[src/hdl/sivc_pkg.sv]
// ---------------------------------------------------------------------------
// sivc_pkg
// shared types and constants for the iv sweep analyzer
// ---------------------------------------------------------------------------
package sivc_pkg;

  localparam int VW = 24;
  localparam int PW = 48;
  localparam int DW = 64;
  localparam int QW = 64;

  localparam logic [1:0] REG_LENGTH = 2'd0;
  localparam logic [1:0] REG_WIDTH  = 2'd1;
  localparam logic [1:0] REG_IRRAD  = 2'd2;

  localparam logic signed [VW-1:0] CURRENT_FLOOR = -24'sd10;
  localparam logic signed [VW-1:0] S24_MAX = 24'sh7FFFFF;
  localparam logic signed [VW-1:0] S24_MIN = 24'sh800000;
  localparam logic [23:0] EFF_MUL = 24'd9765625;
  localparam int EFF_SHIFT = 18;

  typedef enum logic [4:0] {
    ST_IDLE,
    ST_VOC_MUL_A, ST_VOC_MUL_B, ST_VOC_DIV, ST_VOC_FIN,
    ST_ISC_MUL_A, ST_ISC_MUL_B, ST_ISC_DIV, ST_ISC_FIN,
    ST_AREA_MUL, ST_JSC_MUL, ST_JSC_DIV, ST_JSC_FIN,
    ST_IMP_DIV, ST_IMP_FIN,
    ST_FF_MUL, ST_FF_DIV, ST_FF_FIN,
    ST_DEN_MUL, ST_EFF_MUL_HI, ST_EFF_DIV, ST_EFF_FIN,
    ST_DONE
  } state_t;

  typedef struct packed {
    logic        start;
    logic [QW-1:0] num;
    logic        num_neg;
    logic [DW-1:0] den;
    logic        den_neg;
  } div_req_t;

  typedef struct packed {
    logic        busy;
    logic        done;
  } div_stat_t;

  function automatic logic signed [VW-1:0] sat24(input logic signed [65:0] x);
    if (x > 66'sd8388607) return S24_MAX;
    else if (x < -66'sd8388608) return S24_MIN;
    else return x[VW-1:0];
  endfunction

endpackage

[src/hdl/sivc_div.sv]
// ---------------------------------------------------------------------------
// sivc_div
// shared radix-2 divider, unsigned magnitudes with round to nearest
// ---------------------------------------------------------------------------
module sivc_div (
  input  logic                 clk,
  input  logic                 rst,
  input  sivc_pkg::div_req_t   req,
  output sivc_pkg::div_stat_t  stat,
  output logic signed [65:0]   quot,
  output logic [63:0]          rem
);
  import sivc_pkg::*;

  // computes q = floor((2n + d) / 2d) on magnitudes; also exposes half the final
  // remainder, from which the truncated remainder of n / d is recovered without a second pass
  logic [6:0]   count;
  logic [65:0]  acc;
  logic [65:0]  dividend;
  logic [65:0]  divisor;
  logic [65:0]  q;
  logic         neg;
  logic [65:0]  trial;
  logic         run;

  assign trial = {acc[64:0], dividend[65]} - divisor;

  always_ff @(posedge clk) begin
    if (rst) begin
      run   <= 1'b0;
      count <= '0;
      stat  <= '0;
    end else begin
      stat.done <= 1'b0;
      if (req.start) begin
        run      <= 1'b1;
        count    <= 7'd66;
        acc      <= '0;
        dividend <= {1'b0, req.num, 1'b0} + {2'b0, req.den};
        divisor  <= {1'b0, req.den, 1'b0};
        neg      <= req.num_neg ^ req.den_neg;
        stat.busy <= 1'b1;
      end else if (run) begin
        if (trial[65]) begin
          acc <= {acc[64:0], dividend[65]};
          q   <= {q[64:0], 1'b0};
        end else begin
          acc <= trial;
          q   <= {q[64:0], 1'b1};
        end
        dividend <= {dividend[64:0], 1'b0};
        count    <= count - 7'd1;
        if (count == 7'd1) begin
          run       <= 1'b0;
          stat.busy <= 1'b0;
          stat.done <= 1'b1;
        end
      end
    end
  end

  assign quot = neg ? -$signed(q) : $signed(q);
  // acc = 2n + d - 2d*q ; truncated remainder n - d*q = (acc - d)/2 when acc>=d
  assign rem  = acc[64:1];

endmodule

[config.mk]
export PLATFORM = sky130hd
export DESIGN_NAME = sivc_div
export DESIGN_NICKNAME = d
export VERILOG_FILES = /design/src/hdl/sivc_pkg.sv /design/src/hdl/sivc_div.sv
export SDC_FILE = /design/constraint.sdc
export NUM_CORES = 1
export LEC_CHECK = 0
export BUFFER_PORTS_ARGS = -buffer_cell sky130_fd_sc_hd__buf_4
export CAP_MARGIN = 40
export CORE_MARGIN = 8
export CORE_UTILIZATION = 48
export CTS_CLUSTER_DIAMETER = 50
export DETAILED_ROUTE_END_ITERATION = 6
export MAX_ROUTING_LAYER = met4
export PLACE_DENSITY = 0.75
export RECOVER_POWER = 50
export SLEW_MARGIN = 20
export SYNTH_ARGS = -nofsm -noshare
export SYNTH_HDL_FRONTEND = slang
export SYNTH_SLANG_ARGS = --single-unit
export TNS_END_PERCENT = 100
[constraint.sdc]
create_clock -name clk -period 10.98 [get_ports clk]
set_input_delay 0.549 -clock clk [delete_from_list [all_inputs] [get_ports clk]]
set_output_delay 0.549 -clock clk [all_outputs]
set_load 0.005 [all_outputs]
==> impl_metrics.ini <==
[floorplanning]
ios = 265
die_x_um = 220
core-area_mm2 = 0.0408
die_height_um = 220
fp.dieArea_mm2 = 0.0482
rows = 74
initial_utilization = 0.487

[global_routing]
antenna_found_initial = 1
overflow = 0
grt_pass1_vias = 15700
grt_pass1_wl_um = 84600
grt_max_degree = 133
grt_usage = 0.224

[final_layout]
nets = 2452
final_cell_mix = 262 x edfxtp_1, 176 x a21oi_1, 136 x nor2_1, 133 x buf_4, 130 x ha_1
synthToLayoutAreaGrowth_pct = 13.8
layout_commonest_cell = edfxtp_1
drive_gt1_frac = 0.138
diodes = 0
instances_no_fill = 2746

[sta]
fin_tns_setup_ns = 0
relSlewSlack = -1.14
setup_viol = 0
fmax_mhz = 143
clock_skew_ns = 0.0197
period_needed_ns = 7.01
layout_setup_ws_ns = 3.97
finalMaxSlewViolations = 213
period_share = 0.639
final_hold_viol_count = 0
worst_pin_slew_ns = 3.21
rsz0062_at_grt = false

[logic_synthesis]
synth_nets = 2303
synth-simple-area-share = 0.131
synth-compound-area-share = 0.186
synthMuxAreaShare = 0.0557
synth.largest_area_cell = edfxtp_1
syn_area_mm2 = 0.0199
yosysWarnings = 0
synth_xor_area_frac = 0.0744
ys_ff_latch = 272
async_reset_ff_frac = 0
synth_edf_count = 262
synth_top_family_by_area = compound AO/OA/AOI/OAI gates
synth_top_area_share = 0.396
ys.flop_type = edfxtp_1
synth_cell_type_count = 75
netlist_instances = 2038
yosys-top-cells-area = edfxtp_1 40%, ha_1 8.2%, xnor2_1 5.1%, a21oi_1 4.5%, a21o_1 4.3%
synth_seq_area_share = 0.406
synthAdderAreaFrac = 0.0838
avgSynthCellArea_um2 = 9.76

[pwr]
powerDensity_mw_per_mm2 = 160
finalPower_w = 0.00363
p_leak_nw = 9.20
ir_worst_vdd_mv = 0.103

[clock_tree]
cts_buffers = 39
clk_path_buf_depth = 3
ctsHoldBuffers = 0
ctsResizeCount = 0
postCtsSetupBuffers = 0
tritoncts = done
clock_latency_ns = 0.54
clkSinkCount = 272
cts_htree_levels = 2
path_clk_slew_ns = 0.06
clockRootBuffer = clkbuf_16

[setup_path]
crit_top_cell = clkbuf_1
path_buf_inv = 5
reg2reg_depth = 13
worst_r2r_startpoint = acc[32]
start_kind = input port
crit_path_end_kind = flip-flop
worstPathRequired_ns = 11.05
critical_path_arrival_ns = 7.08
critPathTopFamily = buffers and inverters
path_depth = 6
crit_chain = clkbuf_1 > inv_1 > clkbuf_1 > nor2_4 > clkbuf_1 > clkbuf_1
cpPeakStageDelay_ns = 2.24
critPathMaxFanout = 62
timing.rr.end = acc[5]
crit_type = input port to flip-flop
reg2reg_slack_ns = 5.87
slowest_stage = clkbuf_1

[hold_path]
holdPathStages = 1
min_from = req[62]
hold_path_class = input port to flip-flop
worstHoldEndpoint = divisor[62]

[drt]
drtAntennaViolNets = 0
wl_um = 54200
via_per_inst = 5.82
drc_errors = 0
drt_iter0_drc = 1394
post_drt_wl_per_cell_um = 19.8
via_count = 16000
dr.pass1.iters = 5

[placed_design]
gp_congestion = 0.949
dp_slack_ns = 5.97
dp.cells = 2676
hpwl_um = 41900
numPortBuffers = 264

[job]
drv_cap = 4

[status]
violations = capacitance limit, slew limit
outcome = finished with violations
==> logic make-up after synthesis <==
family / count (synthesis)
flip-flops: 272
AND/OR/NAND/NOR: 519
AO/OA/AOI/OAI: 575
adder cells (fa/ha/maj): 132
XOR/XNOR: 169
buffers and inverters: 267
multiplexers: 104
==> sequential cells by signal (all words and copies together) (netlist names) <==
register	flops
dividend	66
divisor	64
acc	65
neg	1
count	7
run	1
stat	2
q	66
==> layout make-up <==
type	instances	area, µm²
Fill cell	3669	18200
Tap cell	532	666
Timing Repair Buffer	274	1690
Multi-Input combinational cell	1499	10600
Sequential cell	272	8070
Inverter	101	379
Clock inverter	22	198
Clock buffer	46	1040
==> routing by layer <==
metal	GRT usage	vias up	wire, µm
li1	-	7805	-
met1	0.294	7510	24800
met2	0.345	559	24000
met3	0.0377	109	3640
met4	0.0857	0	1810
met5	-	-	0
==> worst max path at each step <==
stage | start | to | slack [ns]
after CTS | acc[32] | acc[1] | 5.95
after floorplan | req[130] | acc[0] | 2.82
after global routing | req[130] | divisor[12] | 3.41
after detailed placement | acc[32] | acc[2] | 5.97
final | req[130] | divisor[12] | 3.97
after global placement | acc[34] | acc[1] | 5.94
==> cells in the mapped netlist (all sizes together) (17+ instances only) <==
master	number
nand3	31
o21a	17
mux2	54
edfxtp	262
buf	76
nand2b	24
o31ai	21
mux2i	50
ha	130
o21bai	24
a21o	113
nand2	126
o21ai	105
nor2	137
xor2	54
clkbuf	90
inv	101
xnor2	115
a21oi	178
nand4	44
nor3	39
or3	23
==> per-stage QoR <==
stage	utilization	area (µm²)	hold WS, ns
floorplan	-	19900	0.443
global placement	0.533	21800	0.458
detailed placement	0.534	21800	0.471
CTS	0.564	23000	0.163
global route	0.555	22600	0.197
finish	0.555	22600	0.221
==> where the power goes <==
group	internal [W]	switching (W)	total, W
Combinational	0.000485	0.000631	0.00112
Sequential	0.00126	0.0000533	0.00131
Clock	0.000733	0.000474	0.00121
Total	0.00247	0.00116	0.00363
No activity file was read; power rests on OpenSTA's default activity.
