**config.mk**
```make
export PLATFORM = sky130hd
export DESIGN_NAME = sivc_front
export DESIGN_NICKNAME = d
export VERILOG_FILES = /design/src/hdl/sivc_pkg.sv /design/src/hdl/sivc_front.sv
export SDC_FILE = /design/constraint.sdc
export NUM_CORES = 2
export LEC_CHECK = 0
export ABC_AREA = 1
export BUFFER_PORTS_ARGS = -buffer_cell sky130_fd_sc_hd__buf_2
export CAP_MARGIN = 20
export CORE_UTILIZATION = 50
export DETAILED_ROUTE_END_ITERATION = 10
export PLACE_DENSITY = 0.69
export SKIP_LAST_GASP = 1
export SLEW_MARGIN = 20
export SYNTH_ARGS = -nofsm -noshare
export SYNTH_HDL_FRONTEND = slang
export SYNTH_SLANG_ARGS = --single-unit
```
**constraint.sdc**
```tcl
create_clock -name clk -period 12.1 [get_ports clk]
set_clock_uncertainty 0.15 [all_clocks]
set_input_delay 2.42 -clock clk [delete_from_list [all_inputs] [get_ports clk]]
set_output_delay 2.42 -clock clk [all_outputs]
set_load 0.005 [all_outputs]
```
**src/hdl/sivc_pkg.sv**
```systemverilog
// ---------------------------------------------------------------------------
// sivc_pkg
// shared types and constants for the iv sweep analyzer
// ---------------------------------------------------------------------------
package sivc_pkg;

  localparam int VW = 24;
  localparam int PW = 48;
  localparam int DW = 64;
  localparam int QW = 64;

  localparam logic [1:0] REG_LENGTH = 2'd0;
  localparam logic [1:0] REG_WIDTH  = 2'd1;
  localparam logic [1:0] REG_IRRAD  = 2'd2;

  localparam logic signed [VW-1:0] CURRENT_FLOOR = -24'sd10;
  localparam logic signed [VW-1:0] S24_MAX = 24'sh7FFFFF;
  localparam logic signed [VW-1:0] S24_MIN = 24'sh800000;
  localparam logic [23:0] EFF_MUL = 24'd9765625;
  localparam int EFF_SHIFT = 18;

  typedef enum logic [4:0] {
    ST_IDLE,
    ST_VOC_MUL_A, ST_VOC_MUL_B, ST_VOC_DIV, ST_VOC_FIN,
    ST_ISC_MUL_A, ST_ISC_MUL_B, ST_ISC_DIV, ST_ISC_FIN,
    ST_AREA_MUL, ST_JSC_MUL, ST_JSC_DIV, ST_JSC_FIN,
    ST_IMP_DIV, ST_IMP_FIN,
    ST_FF_MUL, ST_FF_DIV, ST_FF_FIN,
    ST_DEN_MUL, ST_EFF_MUL_HI, ST_EFF_DIV, ST_EFF_FIN,
    ST_DONE
  } state_t;

  typedef struct packed {
    logic        start;
    logic [QW-1:0] num;
    logic        num_neg;
    logic [DW-1:0] den;
    logic        den_neg;
  } div_req_t;

  typedef struct packed {
    logic        busy;
    logic        done;
  } div_stat_t;

  function automatic logic signed [VW-1:0] sat24(input logic signed [65:0] x);
    if (x > 66'sd8388607) return S24_MAX;
    else if (x < -66'sd8388608) return S24_MIN;
    else return x[VW-1:0];
  endfunction

endpackage

```
**src/hdl/sivc_front.sv**
```systemverilog
// ---------------------------------------------------------------------------
// sivc_front
// per sample tracking: power maximum and bracketing pair capture
// ---------------------------------------------------------------------------
module sivc_front #(
  parameter int MAX_SAMPLES = 1048576
) (
  input  logic                           clk,
  input  logic                           rst,
  input  logic                           take,
  input  logic                           clear,
  input  logic signed [sivc_pkg::VW-1:0] voltage,
  input  logic signed [sivc_pkg::VW-1:0] current,
  input  logic                           last_sample,
  output logic signed [sivc_pkg::VW-1:0] voc_pair [4],
  output logic signed [sivc_pkg::VW-1:0] isc_pair [4],
  output logic signed [sivc_pkg::PW-1:0] best_power,
  output logic signed [sivc_pkg::VW-1:0] best_voltage
);
  import sivc_pkg::*;

  localparam int IW = (MAX_SAMPLES > 2) ? $clog2(MAX_SAMPLES) : 1;

  logic signed [VW-1:0] previous_voltage, previous_current;
  logic [IW-1:0]        sample_index;
  logic                 first_voltage_nonneg, first_current_nonneg;
  logic signed [PW-1:0] p;
  logic                 tv, ti;

  assign p = voltage * current;

  always_comb begin
    tv = 1'b0;
    ti = 1'b0;
    if (sample_index != '0) begin
      tv = (previous_current < 0 && current >= CURRENT_FLOOR)
        || (last_sample && first_current_nonneg && current >= 0);
      ti = (previous_voltage > 0 && voltage < 0) || (previous_voltage < 0 && voltage > 0)
        || (last_sample && first_voltage_nonneg && voltage >= 0);
    end
  end

  always_ff @(posedge clk) begin
    if (rst || clear) begin
      previous_voltage     <= '0;
      previous_current     <= '0;
      sample_index         <= '0;
      first_voltage_nonneg <= 1'b0;
      first_current_nonneg <= 1'b0;
      best_power           <= '0;
      best_voltage         <= '0;
      for (int k = 0; k < 4; k++) begin
        voc_pair[k] <= '0;
        isc_pair[k] <= '0;
      end
    end else if (take) begin
      if (sample_index == '0) begin
        first_voltage_nonneg <= voltage >= 0;
        first_current_nonneg <= current >= 0;
      end
      if (tv) begin
        voc_pair[0] <= voltage; voc_pair[1] <= previous_voltage;
        voc_pair[2] <= current; voc_pair[3] <= previous_current;
      end
      if (ti) begin
        isc_pair[0] <= voltage; isc_pair[1] <= previous_voltage;
        isc_pair[2] <= current; isc_pair[3] <= previous_current;
      end
      if (p >= best_power) begin
        best_power   <= p;
        best_voltage <= voltage;
      end
      previous_voltage <= voltage;
      previous_current <= current;
      if (sample_index != IW'(MAX_SAMPLES - 1)) sample_index <= sample_index + 1'b1;
    end
  end

endmodule

```
==> results.cfg <==
[sta]
drv_slew = 0
finalCritPeriodShare_pct = 90.7
rsz0062_at_grt = false
hold_violations = 0
fin_setup_tns_ns = 0
setup_viol = 0
maxSlewHeadroom_pct = 21.3
worst_slew_pin_slew_ns = 1.18
post-route-min-period_ns = 10.98
timing.fmax_ghz = 0.0911

[critical_path]
r2r_slack_ns = 8.90
endpoint_kind = register
r2r-end = isc_pair[94]
critPathMaxStageDelay_ns = 0.79
crit_top_cell = nand2_1
crit_end = best_voltage[9]
arrival_ns = 11.29
crit_slowest_cell = fa_1
r2r_start = sample_index[0]
worstRegToRegCells = 10
start_kind = input pin
critPathMaxFanout = 28
crit_start = voltage[23]
crit_type = in2reg
required_ns = 12.41

[floorplan]
die_h_um = 273
die_area_um2 = 74500
core-area_um2 = 72100
num_io_pins = 317
start_util_pct = 50.9
row_count = 98
die_x_um = 273

[synth]
synth_top_area_share_pct = 33.1
synthesis.nets = 5692
syn-instance-count = 4848
syn_avg_cell_area_um2 = 7.57
synth_edf_count = 0
yosysMostFrequentCell = inv_1
yosys_warnings = 0
ys_seq_elements = 334
yosys-top-cells-count = inv_1, nand2_1, nor2_1
synth_area_um2 = 36700
synthTopCellsByArea = fa_1, dfxtp_1, inv_1, nand2_1, nor2_1
ys_types = 42
synth.largest_area_cell = fa_1
ys.flop_type = dfxtp_1
ys_seq_area_share_pct = 18.2
async_flop_share_pct = 0

[clock_tree]
cts_root_buf = clkbuf_16
clockBufferDepth = 3
cts_tree = built
clock_latency_ns = 0.58
clkSinkCount = 334
h-tree-depth = 2
cts_buffers = 39
post_cts_buffers = 0
ctsResizeCount = 0
clk_pin_slew_ns = 0.06
holdBufCountCts = 0

[detailed_routing]
first_pass_iters = 6
routed_wl_um = 113000
vias_per_cell = 5.23
route.detailed.drc = 0
drt-initial-drc-count = 2461
drt.antenna.violating_nets = 0
wl_per_cell_um = 18.8
via_count = 31400

[cells_and_area]
nets = 5870
area_growth_pct = 9.89
drive_above_1_share_pct = 9.61
fin_cells = 6008
stdcell_area_um2 = 40300
fillerInstances = 6833

[outcome]
status = complete, no violations

[global_routing]
grt_pass1_wl_um = 178000
gr-total-overflow = 0
grt_start_max_net_pins = 204
grt_usage_pct = 30.9
grt_pass1_vias = 31700
antenna_found_initial = 3

[placement]
place.gp.congestion = 0.929
place_hpwl_um = 88500
port_buffers = 316
place_area_um2 = 39000
placed_cells = 5935

[min_path]
hp-class = reg2reg

[flow_run]
maxCapViolCount = 0
## placed cells by master, fill, tap and decap left out, types with 3 or more instances in the layout
cell type,instances
nor3_1,13
nor4_1,13
nor2_1,619
dfxtp_1,334
o21ai_0,220
bufinv_16,4
xor2_1,30
a31oi_1,5
buf_2,315
nand3b_1,15
nand3_1,107
buf_4,75
o21bai_1,9
nand2_2,3
nand4_1,28
a21o_1,8
clkbuf_1,7
nor3b_1,3
nor3_2,4
a21oi_1,196
inv_1,1122
or2_2,3
nand2_1,980
o21ai_1,47
inv_2,5
xnor2_1,14
buf_12,7
clkinv_2,6
clkbuf_16,39
ha_1,184
fa_1,607
clkbuf_8,9
## cell families (layout without fill, tap and decap cells)
| family | after synthesis | count (layout) | synth area share (%) |
|---|---|---|---|
| compound gates | 491 | 491 | 6.88 |
| xor+xnor | 44 | 44 | 1.05 |
| other cells | 0 | 2 | 0 |
| fa+ha+maj | 791 | 791 | 39.4 |
| simple gates | 1800 | 1800 | 19.6 |
| flops | 334 | 334 | 18.2 |
| buf+inv | 1388 | 1596 | 14.9 |
## area by class of cell
class / instances / area [um^2] / share of cell area (%)
diodes: 2 / 5.00 / 0.0124
repair buffers: 398 / 2290 / 5.68
flip-flops and latches: 334 / 6690 / 16.6
well taps: 950 / 1190 / 2.95
clock buffers: 55 / 1130 / 2.79
clock inverters: 16 / 229 / 0.568
inverters: 1127 / 4230 / 10.5
multi-input cells: 3126 / 24600 / 60.9
## critical path: cells and delay by family
| family | cells | cell delay, ns |
|---|---|---|
| and+or+nand+nor | 21 | 2.70 |
| buffers and inverters | 10 | 1.64 |
| adders and majority gates | 9 | 4.46 |
## metal layers
| metal | vias up | GRT usage, % | share of wire [%] |
|---|---|---|---|
| met4 | 2 | 11.7 | 4.1 |
| met2 | 1246 | 51.8 | 48 |
| met3 | 285 | 4.58 | 7.7 |
| li1 | 14500 | - | - |
| met5 | - | 0 | 0.0080 |
| met1 | 15400 | 40.3 | 41 |
## registers in the layout (all words and copies together), names as in the netlist
| signal | count |
|---|---|
| best_voltage | 24 |
| sample_index | 20 |
| isc_pair | 96 |
| first_voltage_nonneg | 1 |
| first_current_nonneg | 1 |
| voc_pair | 96 |
| best_power | 48 |
| previous_voltage | 24 |
| previous_current | 24 |
## worst min path at each step
stage / cells after the start / from / end
2_1_floorplan: 2 / previous_current[0] / previous_current[0]
3_3_place_gp: 2 / voc_pair[47] / voc_pair[47]
3_5_place_dp: 2 / previous_current[1] / previous_current[1]
4_1_cts: 2 / previous_current[7] / previous_current[7]
5_1_grt: 2 / best_voltage[16] / best_voltage[16]
6_report: 2 / previous_current[21] / previous_current[21]
## metrics by stage
step / utilization [%] / setup slack, ns / hold WS (ns)
floorplan: - / 2.01 / 0.296
global route: 55.9 / 0.485 / 0.340
CTS: 55.9 / 1.18 / 0.323
finish: 55.9 / 1.12 / 0.320
global placement: 54.0 / 0.723 / 0.300
detailed placement: 54.0 / 0.622 / 0.313
Power is left out: the tool's default activity adds up to more than one toggle a clock period on the data nets, which glitch-free logic cannot reach.
